==> src/rtl/core/plti_pkg.sv <==
package plti_pkg;

  localparam int unsigned EW = 32;
  localparam int unsigned LW = 32;
  localparam int unsigned CFG_W = 7;
  localparam int unsigned CFG_IDX_W = 2;
  localparam int unsigned DIV_STEPS = 64;
  localparam int unsigned DIV_CW = $clog2(DIV_STEPS);
  localparam int unsigned QW = 34;

  localparam logic REQ_LOAD = 1'b0;
  localparam logic REQ_QUERY = 1'b1;

  localparam logic [1:0] SEL_FIRST = 2'd0;
  localparam logic [1:0] SEL_SECOND = 2'd1;

  localparam logic [CFG_IDX_W-1:0] CFG_LAST_FIRST = 2'd0;
  localparam logic [CFG_IDX_W-1:0] CFG_LAST_SECOND = 2'd1;

  localparam logic [CFG_W-1:0] LAST_FIRST_RST = 7'd126;
  localparam logic [CFG_W-1:0] LAST_SECOND_RST = 7'd80;

  typedef enum logic [1:0] {
    ADDR_WR,
    ADDR_L,
    ADDR_M,
    ADDR_U
  } addr_sel_t;

  typedef enum logic [1:0] {
    OUT_NONE,
    OUT_ZERO,
    OUT_TRIV,
    OUT_FIN
  } emit_t;

  typedef struct packed {
    logic      q_load;
    logic      wr;
    addr_sel_t addr_sel;
    logic      cap_el;
    logic      cap_em;
    logic      dec;
    logic      cap_lo;
    logic      cap_hi;
    logic      calc;
    logic      mul;
    logic      div_step;
    emit_t     emit;
  } cmd_t;

  typedef struct packed {
    logic lt;
    logic brk;
    logic triv;
    logic div_last;
  } status_t;

endpackage

==> src/rtl/core/plti_ctrl.sv <==
module plti_ctrl
  import plti_pkg::*;
(
  input  logic       clk,
  input  logic       rst,
  input  logic       start,
  input  logic       req_type,
  input  logic [1:0] table_select,
  input  status_t    st,
  output logic       busy,
  output cmd_t       cmd
);

  typedef enum logic [10:0] {
    S_IDLE = 11'b000_0000_0001,
    S_CHK  = 11'b000_0000_0010,
    S_RL   = 11'b000_0000_0100,
    S_RM   = 11'b000_0000_1000,
    S_RU   = 11'b000_0001_0000,
    S_DEC  = 11'b000_0010_0000,
    S_FL   = 11'b000_0100_0000,
    S_FU   = 11'b000_1000_0000,
    S_FW   = 11'b001_0000_0000,
    S_CALC = 11'b010_0000_0000,
    S_DIV  = 11'b100_0000_0000
  } state_t;

  state_t state, state_next;
  logic   fin, fin_next;
  logic   known;

  assign busy = (state != S_IDLE) || fin;
  assign known = (table_select == SEL_FIRST) || (table_select == SEL_SECOND);

  always_comb begin
    state_next = state;
    fin_next = 1'b0;
    cmd = '0;
    cmd.addr_sel = ADDR_WR;
    cmd.emit = OUT_NONE;
    unique case (state)
      S_IDLE: begin
        if (fin) begin
          cmd.emit = OUT_FIN;
        end else if (start) begin
          if (req_type == REQ_LOAD) begin
            cmd.wr = 1'b1;
          end else if (known) begin
            cmd.q_load = 1'b1;
            state_next = S_CHK;
          end else begin
            cmd.emit = OUT_ZERO;
          end
        end
      end
      S_CHK: state_next = (st.lt && !st.brk) ? S_RL : S_FL;
      S_RL: begin
        cmd.addr_sel = ADDR_L;
        state_next = S_RM;
      end
      S_RM: begin
        cmd.addr_sel = ADDR_M;
        cmd.cap_el = 1'b1;
        state_next = S_RU;
      end
      S_RU: begin
        cmd.addr_sel = ADDR_U;
        cmd.cap_em = 1'b1;
        state_next = S_DEC;
      end
      S_DEC: begin
        cmd.dec = 1'b1;
        state_next = S_CHK;
      end
      S_FL: begin
        cmd.addr_sel = ADDR_L;
        state_next = S_FU;
      end
      S_FU: begin
        cmd.addr_sel = ADDR_U;
        cmd.cap_lo = 1'b1;
        state_next = S_FW;
      end
      S_FW: begin
        cmd.cap_hi = 1'b1;
        state_next = S_CALC;
      end
      S_CALC: begin
        if (st.triv) begin
          cmd.emit = OUT_TRIV;
          state_next = S_IDLE;
        end else begin
          cmd.calc = 1'b1;
          cmd.mul = 1'b1;
          state_next = S_DIV;
        end
      end
      S_DIV: begin
        cmd.div_step = 1'b1;
        if (st.div_last) begin
          fin_next = 1'b1;
          state_next = S_IDLE;
        end
      end
      default: state_next = S_IDLE;
    endcase
  end

  always_ff @(posedge clk) begin
    if (rst) begin
      state <= S_IDLE;
      fin <= 1'b0;
    end else begin
      state <= state_next;
      fin <= fin_next;
    end
  end

  // division always runs its full length before the result step
  assert property (@(posedge clk) disable iff (rst)
    (state == S_DIV && st.div_last) |=> (fin && state == S_IDLE))
    else $error("division end not followed by result step");

  assert property (@(posedge clk) disable iff (rst)
    cmd.wr |-> (state == S_IDLE && !fin))
    else $error("table write outside idle");

endmodule

==> config.mk <==
export PLATFORM = sky130hd
export DESIGN_NAME = plti_ctrl
export DESIGN_NICKNAME = d
export VERILOG_FILES = /design/src/rtl/core/plti_pkg.sv /design/src/rtl/core/plti_ctrl.sv
export SDC_FILE = /design/constraint.sdc
export NUM_CORES = 1
export LEC_CHECK = 0
export ABC_CLOCK_PERIOD_IN_PS = 2200
export BUFFER_PORTS_ARGS = -buffer_cell sky130_fd_sc_hd__buf_2
export CORE_UTILIZATION = 40
export DETAILED_ROUTE_END_ITERATION = 8
export GPL_ROUTABILITY_DRIVEN = 0
export PLACE_DENSITY = 0.73
export SYNTH_ARGS = -nofsm -noshare
export SYNTH_HDL_FRONTEND = slang
export SYNTH_SLANG_ARGS = --single-unit
export TNS_END_PERCENT = 1
==> constraint.sdc <==
create_clock -name clk -period 2.2 [get_ports clk]
set_clock_uncertainty 0.2 [all_clocks]
set_input_delay 0.44 -clock clk [delete_from_list [all_inputs] [get_ports clk]]
set_output_delay 0.44 -clock clk [all_outputs]
set_load 0.02 [all_outputs]
# == Word level (Yosys, flattened, before mapping) ==
# Index checks and enable logic that the tools add are counted.
# op_classes
eq_ne,18
n_mux,30
bitwise,1
n_reduce_logical,9
# ops
operator,count
11-bit one-hot mux with 11 select lines,1
11-bit 2-to-1 mux,6
2-bit 2-to-1 mux,7
1-bit 2-to-1 mux,13
11-bit by 1-bit equality test with 1-bit output (second input constant),1
11-bit by 10-bit equality test with 1-bit output (second input constant),1
11-bit equality test (second input constant),1
11-bit by 2-bit equality test with 1-bit output (second input constant),1
11-bit by 3-bit equality test with 1-bit output (second input constant),1
11-bit by 4-bit equality test with 1-bit output (second input constant),1
11-bit by 5-bit equality test with 1-bit output (second input constant),1
11-bit by 6-bit equality test with 1-bit output (second input constant),1
11-bit by 7-bit equality test with 1-bit output (second input constant),1
11-bit by 8-bit equality test with 1-bit output (second input constant),1
11-bit by 9-bit equality test with 1-bit output (second input constant),1
11-bit by 1-bit != test with 1-bit output (second input constant),1
2-bit != test (second input constant),5
7-bit 2-to-1 mux,1
2-bit one-hot mux with 3 select lines,1
2-bit OR reduction,3
5-bit AND reduction,1
2-bit one-hot mux with 2 select lines,1
2-bit by 1-bit equality test with 1-bit output (second input constant),1
2-bit logical NOT,1
other kinds (4),5
# word_totals
regBits,12
in_bits,10
output_inout_bits,15
elab_cells,60

# == Depth between registers and ports, before layout ==
# Gate-level depths: netlist of the first run.
# depth
depth_word,7
mapped_depth,7
mapped_depth_nobuf,5

# == Worst setup path after synthesis of the first run ==
# Ideal clock, no wire load.
# synth_timing
path_type,register to output
from,register state[4]
to,output cmd[4] (netlist name)
t_arrival_ns,2.231
t_required_ns,1.560
setup_slack_ns,-0.671
path_stages_with_launch,7
n_path_buf,3
cell_sequence,dfxtp_1 -> buf_6 -> or4_4 -> or3_1 -> buf_6 -> nor3_1 -> buf_4
# synth_lines
item,line,source
start: declaration,plti_ctrl.sv:28,"state_t state, state_next;"
start signal: assignment,plti_ctrl.sv:114,state <= state_next;
end: declaration,plti_ctrl.sv:11,output cmd_t cmd

==> results_dict.tcl, run 1 <==
set metrics [dict create \
    synth-edff-count 0 \
    finalSetupViolCount 15 \
    drt-initial-drc-count 38 \
    fin_tns_setup_ns -4.45 \
    hold-worst-slack_ns 0.140 \
    fmax_mhz 387 \
    ys_async_sr_fraction 0 \
    clock_latency_ns 0.27 \
    r2r-end "state[7]" \
    crit_end "cmd[11]" \
    cts_max_path_buffers 2 \
    critPathLaunchType "flip-flop" \
    layout-drive-gt1-share 0.537 \
    final_util 0.667 \
    cts_buffers 3 \
    clkSlewWorstSetupHoldPaths_ns 0.07 \
    yosys.area_share.simple 0.429 \
    synth_fa_ha_area_frac 0 \
    synth-xor-area-share 0.0432 \
    firstDrtPassIters 4 \
    r2r_slack_ns 0.19 \
    cp-end-kind "primary output" \
    synth_seq_cells 12 \
    finalCritPeriodShare 1.17 \
    relSlewSlack 0.689 \
    core-area_um2 1820 \
    violations "setup timing" \
    critPathLaunch "state[10]" \
    p_leak_nw 0.492 \
    grt_util_met1 0.253 \
    io_pins 25 \
    peakVddDrop_uv 298 \
    finalHoldViolations 0 \
    synth.area.top_cells "dfxtp_1 30%, nor4_2 6.2%, buf_6 5.6%" \
    grt_pass1_wl_um 3080 \
    synth_compound_area_frac 0.133 \
    yosysMostFrequentCell "dfxtp_1" \
    drtAntennaViolNets 0 \
    ys_warn_count 0 \
    met3_usage 0.0577 \
    min_period_ns 2.58 \
    diodes 0 \
    synth_common_cells "12 x dfxtp_1, 9 x nor2_1, 7 x nor3_1, 7 x o21ai_0, 5 x nand2_1" \
    drc 0 \
    worst_ep_required_time_ns 1.56 \
    use_met2 0.336 \
    overflow 0 \
    wl_um 2210 \
    seq_area_frac_synth 0.296 \
    grt_max_degree 9 \
    status "finished, violations left" \
    min_path_type "in2reg" \
    yosysTopAreaCellShare 0.296 \
    die_h_um 47.0 \
    netlist_area_um2 811 \
    rr_worst_depth 4 \
    h-tree-depth 1 \
    worst_ep_arrival_time_ns 1.94 \
    syn_nets 109 \
    cts.sinks 12 \
    syn_to_final_growth_pct 49.7 \
    cts_tree "done" \
    cts_root_buffer "clkbuf_4" \
    syn_inst 99 \
    synth_cell_types 34 \
    synthMuxAreaShare 0 \
    numPortBuffers 23 \
    layout.nets 147 \
    start_util 0.445 \
    vias_per_cell 5.48 \
    grt_usage 0.203 \
    power_density_nw_per_um2 397 \
    grt_pass1_vias 683 \
    rsz0062_at_grt "yes" \
    slew_violations 0 \
    worstPathMaxFanout 4 \
    synth-main-ff-cell "dfxtp_1" \
    finalWorstSetupSlack_ns -0.381 \
    avgRoutedWirePerCell_um 13.7 \
    synth_top_family_by_area "simple AND/OR/NAND/NOR gates" \
    crit-reg2reg-launch "state[10]" \
    die_w_um 47.0 \
    drv_cap 0 \
    synth_top_cell_by_area "dfxtp_1" \
    worstSetupPathType "reg2out" \
    rows 15 \
    dieArea_um2 2210 \
    busiest_layer "met2" \
    tightest_slew_ns 0.466 \
    antenna_found_initial 0 \
    syn_area_per_cell_um2 8.19 \
    hold_buffers 0 \
    vias 883 \
    dpl.hpwl_um 1570 \
]
==> layout by cell type, fill, tap and decap left out, types with 2 or more instances in the layout <==
cell type / count
inv_1: 3
buf_4: 26
nor2_1: 7
o21ai_0: 7
nor3b_1: 3
nor2_4: 2
buf_2: 10
dfxtp_1: 11
a21oi_1: 3
clkbuf_4: 3
nor4_2: 4
nand2b_1: 4
nand2_1: 4
or4_4: 3
nor3_1: 2
nand3_1: 3
buf_6: 5
nor3_4: 2
xor2_1: 2
xnor2_1: 2
nor2b_1: 2
nor3_2: 3
nor4b_1: 2
or3_4: 3
==> kinds of logic after synthesis <==
| logic type | Yosys count |
|---|---|
| simple gates | 54 |
| compound gates | 17 |
| flops | 12 |
| buf+inv | 12 |
| xor+xnor | 4 |
==> per-layer routing <==
layer  wire length [um]  share of wire  up-vias
met3                111          0.050        5
li1                   -              -      433
met4                 21         0.0095        0
met1                959           0.43      413
met2               1120           0.51       32
met5                  0              0        -
==> worst min-delay path by stage <==
stage	startpoint	end	slack, ns	cells after the start
5_1_grt	st[3]	state[6]	0.14	2
2_1_floorplan	state[2]	state[3]	0.31	1
6_report	st[2]	state[2]	0.14	2
3_5_place_dp	state[8]	state[10]	0.37	2
4_1_cts	st[2]	state[2]	0.14	2
3_3_place_gp	state[8]	state[10]	0.36	2
==> cell type report <==
class / instances / area (um^2)
Clock buffer: 4 / 36.3
Fill cell: 151 / 607
Inverter: 4 / 15.0
Multi-Input combinational cell: 75 / 588
Sequential cell: 12 / 241
Tap cell: 25 / 31.3
Timing Repair Buffer: 41 / 302
==> worst max-delay path, cell delays in order, from the launching register on <==
cell and delay (ns):
dfxtp_1 0.31, or4_4 0.55, or3_4 0.42, o31ai_2 0.22
buf_4 0.17
==> state kept, by name, indices dropped and copies added (netlist names) <==
register	count
state	11
fin	1
==> report_power, final <==
group	internal [mW]	switching, mW
Sequential	0.219	0.00139
Combinational	0.0395	0.0494
Clock	0.101	0.0724
Total	0.359	0.123
==> metrics by stage <==
stage	instance area (um^2)	power, mW	cells	worst slack (ns)
finish	1210	0.482	161	-0.381
global route	1210	0.501	161	-0.421
CTS	1160	0.474	160	-0.383
detailed placement	1050	0.298	156	-0.198
global placement	1050	0.296	156	-0.163
floorplan	841	0.273	99	-0.346
==> timing repair <==
action,4_1_cts,5_1_grt
setup buffers,0,1
pin swaps,4,9
resized for setup,23,12
endpoints found under the setup margin,15,15
Note: power is estimated with default switching activity, not from simulation.
==> run 2, diff against run 1 <==
--- a/config.mk
+++ b/config.mk
@@ -5,12 +5,14 @@
 export SDC_FILE = /design/constraint.sdc
 export NUM_CORES = 1
 export LEC_CHECK = 0
+export ABC_AREA = 1
 export ABC_CLOCK_PERIOD_IN_PS = 2200
 export BUFFER_PORTS_ARGS = -buffer_cell sky130_fd_sc_hd__buf_2
 export CORE_UTILIZATION = 40
+export CTS_BUF_LIST = sky130_fd_sc_hd__clkbuf_4 sky130_fd_sc_hd__clkbuf_8
 export DETAILED_ROUTE_END_ITERATION = 8
 export GPL_ROUTABILITY_DRIVEN = 0
-export PLACE_DENSITY = 0.73
+export PLACE_DENSITY = 0.74
 export SYNTH_ARGS = -nofsm -noshare
 export SYNTH_HDL_FRONTEND = slang
 export SYNTH_SLANG_ARGS = --single-unit
==> run 2 against run 1 <==
Wire length down 25%; via count decreased by 10%; sequential cell count stayed put; clock power is 3% higher; critical path type unchanged; largest cell class unchanged; the run now ends clean; highest routed layer is now met3; largest power group is now combinational logic.
==> results_dict.tcl, run 2 <==
set metrics [dict create \
    start_util 0.441 \
    antenna_found_initial 0 \
    synth_cell_types 22 \
    finalWorstSetupSlack_ns 0.0474 \
    grt_usage 0.167 \
    synth-edff-count 0 \
    worstSetupPathType "reg2out" \
    numPortBuffers 23 \
    synth.area.top_cells "dfxtp_1 30%, inv_1 11%, nand2_1 10%" \
    finalCritPeriodShare 0.978 \
    reg_top3 "state (11), fin (1)" \
    io_pins 25 \
    place_ws_ns 0.312 \
    min_period_ns 2.15 \
    die_w_um 46.6 \
    grt_max_degree 11 \
    rsz0062_at_grt "no" \
    synth_seq_cells 12 \
    avgRoutedWirePerCell_um 9.80 \
    syn_nets 129 \
    wl_um 1660 \
    min_path_type "in2reg" \
    syn_inst 119 \
    synth_common_cells "24 x inv_1, 22 x nand2_1, 13 x nor2_1" \
    vias_per_cell 4.69 \
    layout-drive-gt1-share 0.361 \
    fin_tns_setup_ns 0 \
    grt_pass1_vias 629 \
    grt_pass1_wl_um 2500 \
    tightest_slew_ns 0.320 \
    dpl.hpwl_um 1310 \
    worst_ep_arrival_time_ns 1.51 \
    hold_buffers 0 \
    final_cell_mix "24 x inv_1, 23 x buf_2, 22 x nand2_1" \
    cts_tree "done" \
    drtAntennaViolNets 0 \
    vias 792 \
    syn_to_final_growth_pct 25.2 \
    seq_area_frac_synth 0.302 \
    synth_top_cell_by_area "dfxtp_1" \
    syn_area_per_cell_um2 6.68 \
    worstPathMaxFanout 7 \
    core-area_um2 1800 \
    synth-main-ff-cell "dfxtp_1" \
    post-cts-setup-buffer-count 0 \
    firstDrtPassIters 4 \
    postCtsResizedCells 0 \
    yosysMostFrequentCell "inv_1" \
    cp-end-kind "primary output" \
    diodes 0 \
    p_total_uw 963 \
    finalSetupViolCount 0 \
    worst_ep_required_time_ns 1.56 \
    peakVddDrop_uv 713 \
    relSlewSlack 0.785 \
    netlist_area_um2 795 \
    clock_latency_ns 0.28 \
    power_density_nw_per_um2 968 \
    layout.nets 155 \
    fmax_mhz 465 \
    p_leak_nw 0.566 \
    cts_buffers 3 \
    drv_cap 0 \
    critPathLaunchType "flip-flop" \
    regMostFlops "state" \
    finalHoldViolations 0 \
    overflow 0 \
    rows 15 \
    final_common_cell "inv_1" \
    die_h_um 46.6 \
    status "finished, final reports clean" \
    cts_max_path_buffers 2 \
    drt-initial-drc-count 8 \
    h-tree-depth 1 \
    ys_warn_count 0 \
    clkSlewWorstSetupHoldPaths_ns 0.08 \
    drc 0 \
    slew_violations 0 \
    cts_root_buffer "clkbuf_4" \
    yosysTopAreaCellShare 0.302 \
    ys_async_sr_fraction 0 \
    largest_register_ffs 11 \
    dieArea_um2 2170 \
    cts.sinks 12 \
]
## run 2: critical path, stage by stage, from the launching register on
cell and delay [ns]:
dfxtp_1 0.34, nor2_2 0.15, nand2_4 0.09, nor2_8 0.19
nand3_2 0.09, nor3b_1 0.17, buf_2 0.19
## run 2: layout make-up
| class | count | area (um^2) |
|---|---|---|
| fill | 188 | 807 |
| multi-input combinational | 79 | 468 |
| sequential | 12 | 241 |
| timing repair buffer | 23 | 115 |
| inverter | 26 | 103 |
| clock buffer | 4 | 36.3 |
| tap | 25 | 31.3 |
## run 2: cells by family (layout without fill, tap and decap cells)
family / Yosys count / count (layout) / share of synthesized area
buf+inv: 28 / 53 / 0.143
flops: 12 / 12 / 0.302
compound gates: 4 / 4 / 0.0252
simple gates: 75 / 75 / 0.529
## run 2: stage by stage
stage	hold slack, ns	area, um^2	instances	util
detailed placement	0.365	930	165	0.516
global route	0.246	995	169	0.552
finish	0.235	995	169	0.552
global placement	0.350	930	165	0.516
floorplan	0.314	795	119	-
CTS	0.227	966	169	0.536
## run 2: worst paths after layout
kind                            startpoint       end  slack [ns]  cells past startpoint
worst max-delay path              state[6]   cmd[12]        0.05                      6
worst min-delay path                 st[0]       fin        0.24                      3
worst max register to register    state[3]  state[0]        0.67                     10
worst min register to register   state[10]       fin        0.37                      2
## run 2: power breakdown
| group | switching, mW | leakage, nW | internal (mW) |
|---|---|---|---|
| Sequential | 0.0287 | 0.0977 | 0.243 |
| Clock | 0.0777 | 0.0210 | 0.101 |
| Combinational | 0.347 | 0.447 | 0.167 |
| Total | 0.453 | 0.566 | 0.510 |
## run 2: layer usage
| layer | track usage | vias to the layer above | share of wire |
|---|---|---|---|
| met4 | 0.0176 | 0 | 0 |
| li1 | - | 423 | - |
| met2 | 0.253 | 21 | 0.46 |
| met5 | 0 | - | 0 |
| met3 | 0.0706 | 0 | 0.050 |
| met1 | 0.225 | 348 | 0.49 |
==> run 3, diff against run 2 <==
--- a/config.mk
+++ b/config.mk
@@ -13,6 +13,7 @@
 export DETAILED_ROUTE_END_ITERATION = 8
 export GPL_ROUTABILITY_DRIVEN = 0
 export PLACE_DENSITY = 0.74
+export RECOVER_POWER = 100
 export SYNTH_ARGS = -nofsm -noshare
 export SYNTH_HDL_FRONTEND = slang
 export SYNTH_SLANG_ARGS = --single-unit
==> run 3 against run 2 <==
Design area decreased by 2.0%; core utilization decreased by 1.1 points; sequential share of layout area increased by 0.50 points; wire length increased by 1.2%; non-clock buffer count unchanged; register-to-register slack got worse by 0.29 ns; via count increased by 0.38%; sequential cell count unchanged; hold slack got worse by 0.024 ns; die area unchanged; global-route usage unchanged; setup slack got worse by 0.0010 ns.
==> results_dict.tcl, run 3 (synthesized netlist as in run 2, its figures left out) <==
set metrics [dict create \
    status "finished, final reports clean" \
    min_period_ns 2.15 \
    drv_cap 0 \
    r2r_slack_ns 0.38 \
    diodes 0 \
    clock_power_share 0.193 \
    core-area_um2 1800 \
    final_common_cell "inv_1" \
    vias 795 \
    layout.cells.non_filler 169 \
    h-tree-depth 1 \
    dieArea_um2 2170 \
    crit-reg2reg-launch "state[6]" \
    holdPathStages 3 \
    p_comb_frac 0.517 \
    cts_max_path_buffers 2 \
    power_density_nw_per_um2 954 \
    grt_usage 0.167 \
    drt-initial-drc-count 8 \
    tightest_slew_ns 0.386 \
    finalSetupViolCount 0 \
    slew_violations 0 \
    p_sw_uw 435 \
    postCtsResizedCells 0 \
    finalCritPeriodShare 0.979 \
    die_h_um 46.6 \
    worstPathMaxFanout 7 \
    cts.sinks 12 \
    wl_um 1680 \
    worst_ep_arrival_time_ns 1.51 \
    rsz0062_at_grt "no" \
    cts_root_buffer "clkbuf_4" \
    fin_tns_setup_ns 0 \
    r2r-end "state[0]" \
    avgRoutedWirePerCell_um 9.92 \
    worstSetupPathType "reg2out" \
    path_buf_inv 1 \
    holdPathEnd "fin" \
    drtAntennaViolNets 0 \
    regMostFlops "state" \
    rr_worst_depth 8 \
    worst_ep_required_time_ns 1.56 \
    pwr-share-seq 0.290 \
    dp_cells 165 \
    fmax_mhz 464 \
    critPathLaunchType "flip-flop" \
    clock_latency_ns 0.28 \
    cpPeakStageDelay_ns 0.34 \
    syn_to_final_growth_pct 22.7 \
    overflow 0 \
    numPortBuffers 23 \
    relSlewSlack 0.742 \
    reg_top3 "state (11), fin (1)" \
    cp_cell_sequence "nor2_2 > nand2_4 > nor2_8 > nand3_2 > nor3b_1 > buf_2" \
    dpl.hpwl_um 1310 \
    path_delay_family "simple AND/OR/NAND/NOR gates" \
    rows 15 \
    switching_share 0.467 \
    min_path_type "in2reg" \
    io_pins 25 \
    grt_max_degree 11 \
    clkSlewWorstSetupHoldPaths_ns 0.08 \
    die_w_um 46.6 \
    start_util 0.441 \
    peakVddDrop_uv 667 \
    grt_pass1_vias 629 \
    layout-drive-gt1-share 0.319 \
    cts_tree "done" \
    cts_buffers 3 \
    antenna_found_initial 0 \
    final_cell_mix "24 x inv_1, 23 x nand2_1, 13 x buf_2" \
    post-cts-setup-buffer-count 0 \
    p_leak_nw 0.536 \
    cp-end-kind "primary output" \
    min_from "st[0]" \
    internal_power_uw 495 \
    grt_pass1_wl_um 2500 \
    finalHoldViolations 0 \
    layout.nets 155 \
    p_total_uw 930 \
    vias_per_cell 4.70 \
    cp_slowest_cell "dfxtp_1" \
    firstDrtPassIters 4 \
    drc 0 \
    largest_register_ffs 11 \
    hold_buffers 0 \
]
## run 3: worst max-delay path by stage
stage | cells after the start | slack [ns] | from | end
5_1_grt | 6 | 0.003 | state[4] | cmd[12]
3_3_place_gp | 6 | 0.34 | state[8] | cmd[12]
2_1_floorplan | 5 | 0.01 | state[8] | cmd[12]
6_report | 6 | 0.05 | state[6] | cmd[12]
4_1_cts | 6 | 0.003 | state[8] | cmd[12]
3_5_place_dp | 6 | 0.31 | state[8] | cmd[12]
## run 3: layout make-up
class	instances	area (um^2)
Timing Repair Buffer	23	110
Inverter	26	101
Tap cell	25	31.3
Fill cell	192	827
Multi-Input combinational cell	79	454
Clock buffer	4	36.3
Sequential cell	12	241
## run 3: power by group through the flow
stage               Sequential, mW  Combinational, mW  Clock (mW)
floorplan                    0.267              0.392           0
global placement             0.270              0.484           0
detailed placement           0.272              0.485           0
CTS                          0.267              0.488       0.182
global route                 0.273              0.530       0.191
finish                       0.270              0.481       0.179
## run 3: tightest hold or removal path: stages
cell	delay (ns)
buf_2	0.09
inv_1	0.06
nor3_1	0.05
## run 3: metal layers
metal / wire (um) / track usage / part of all wire / up-vias
met5: 0 / 0 / 0 / -
met2: 755 / 0.253 / 0.45 / 24
met4: 6 / 0.0176 / 0.0036 / 0
li1: - / - / - / 421
met3: 89 / 0.0706 / 0.053 / 2
met1: 824 / 0.225 / 0.49 / 348
## run 3: through the flow
step | util | worst slack [ns] | instance area (um^2) | hold WS (ns)
finish | 0.541 | 0.0463 | 975 | 0.212
global route | 0.541 | 0.00257 | 975 | 0.230
CTS | 0.536 | 0.00335 | 966 | 0.227
detailed placement | 0.516 | 0.312 | 930 | 0.365
global placement | 0.516 | 0.337 | 930 | 0.350
floorplan | - | 0.00972 | 795 | 0.314
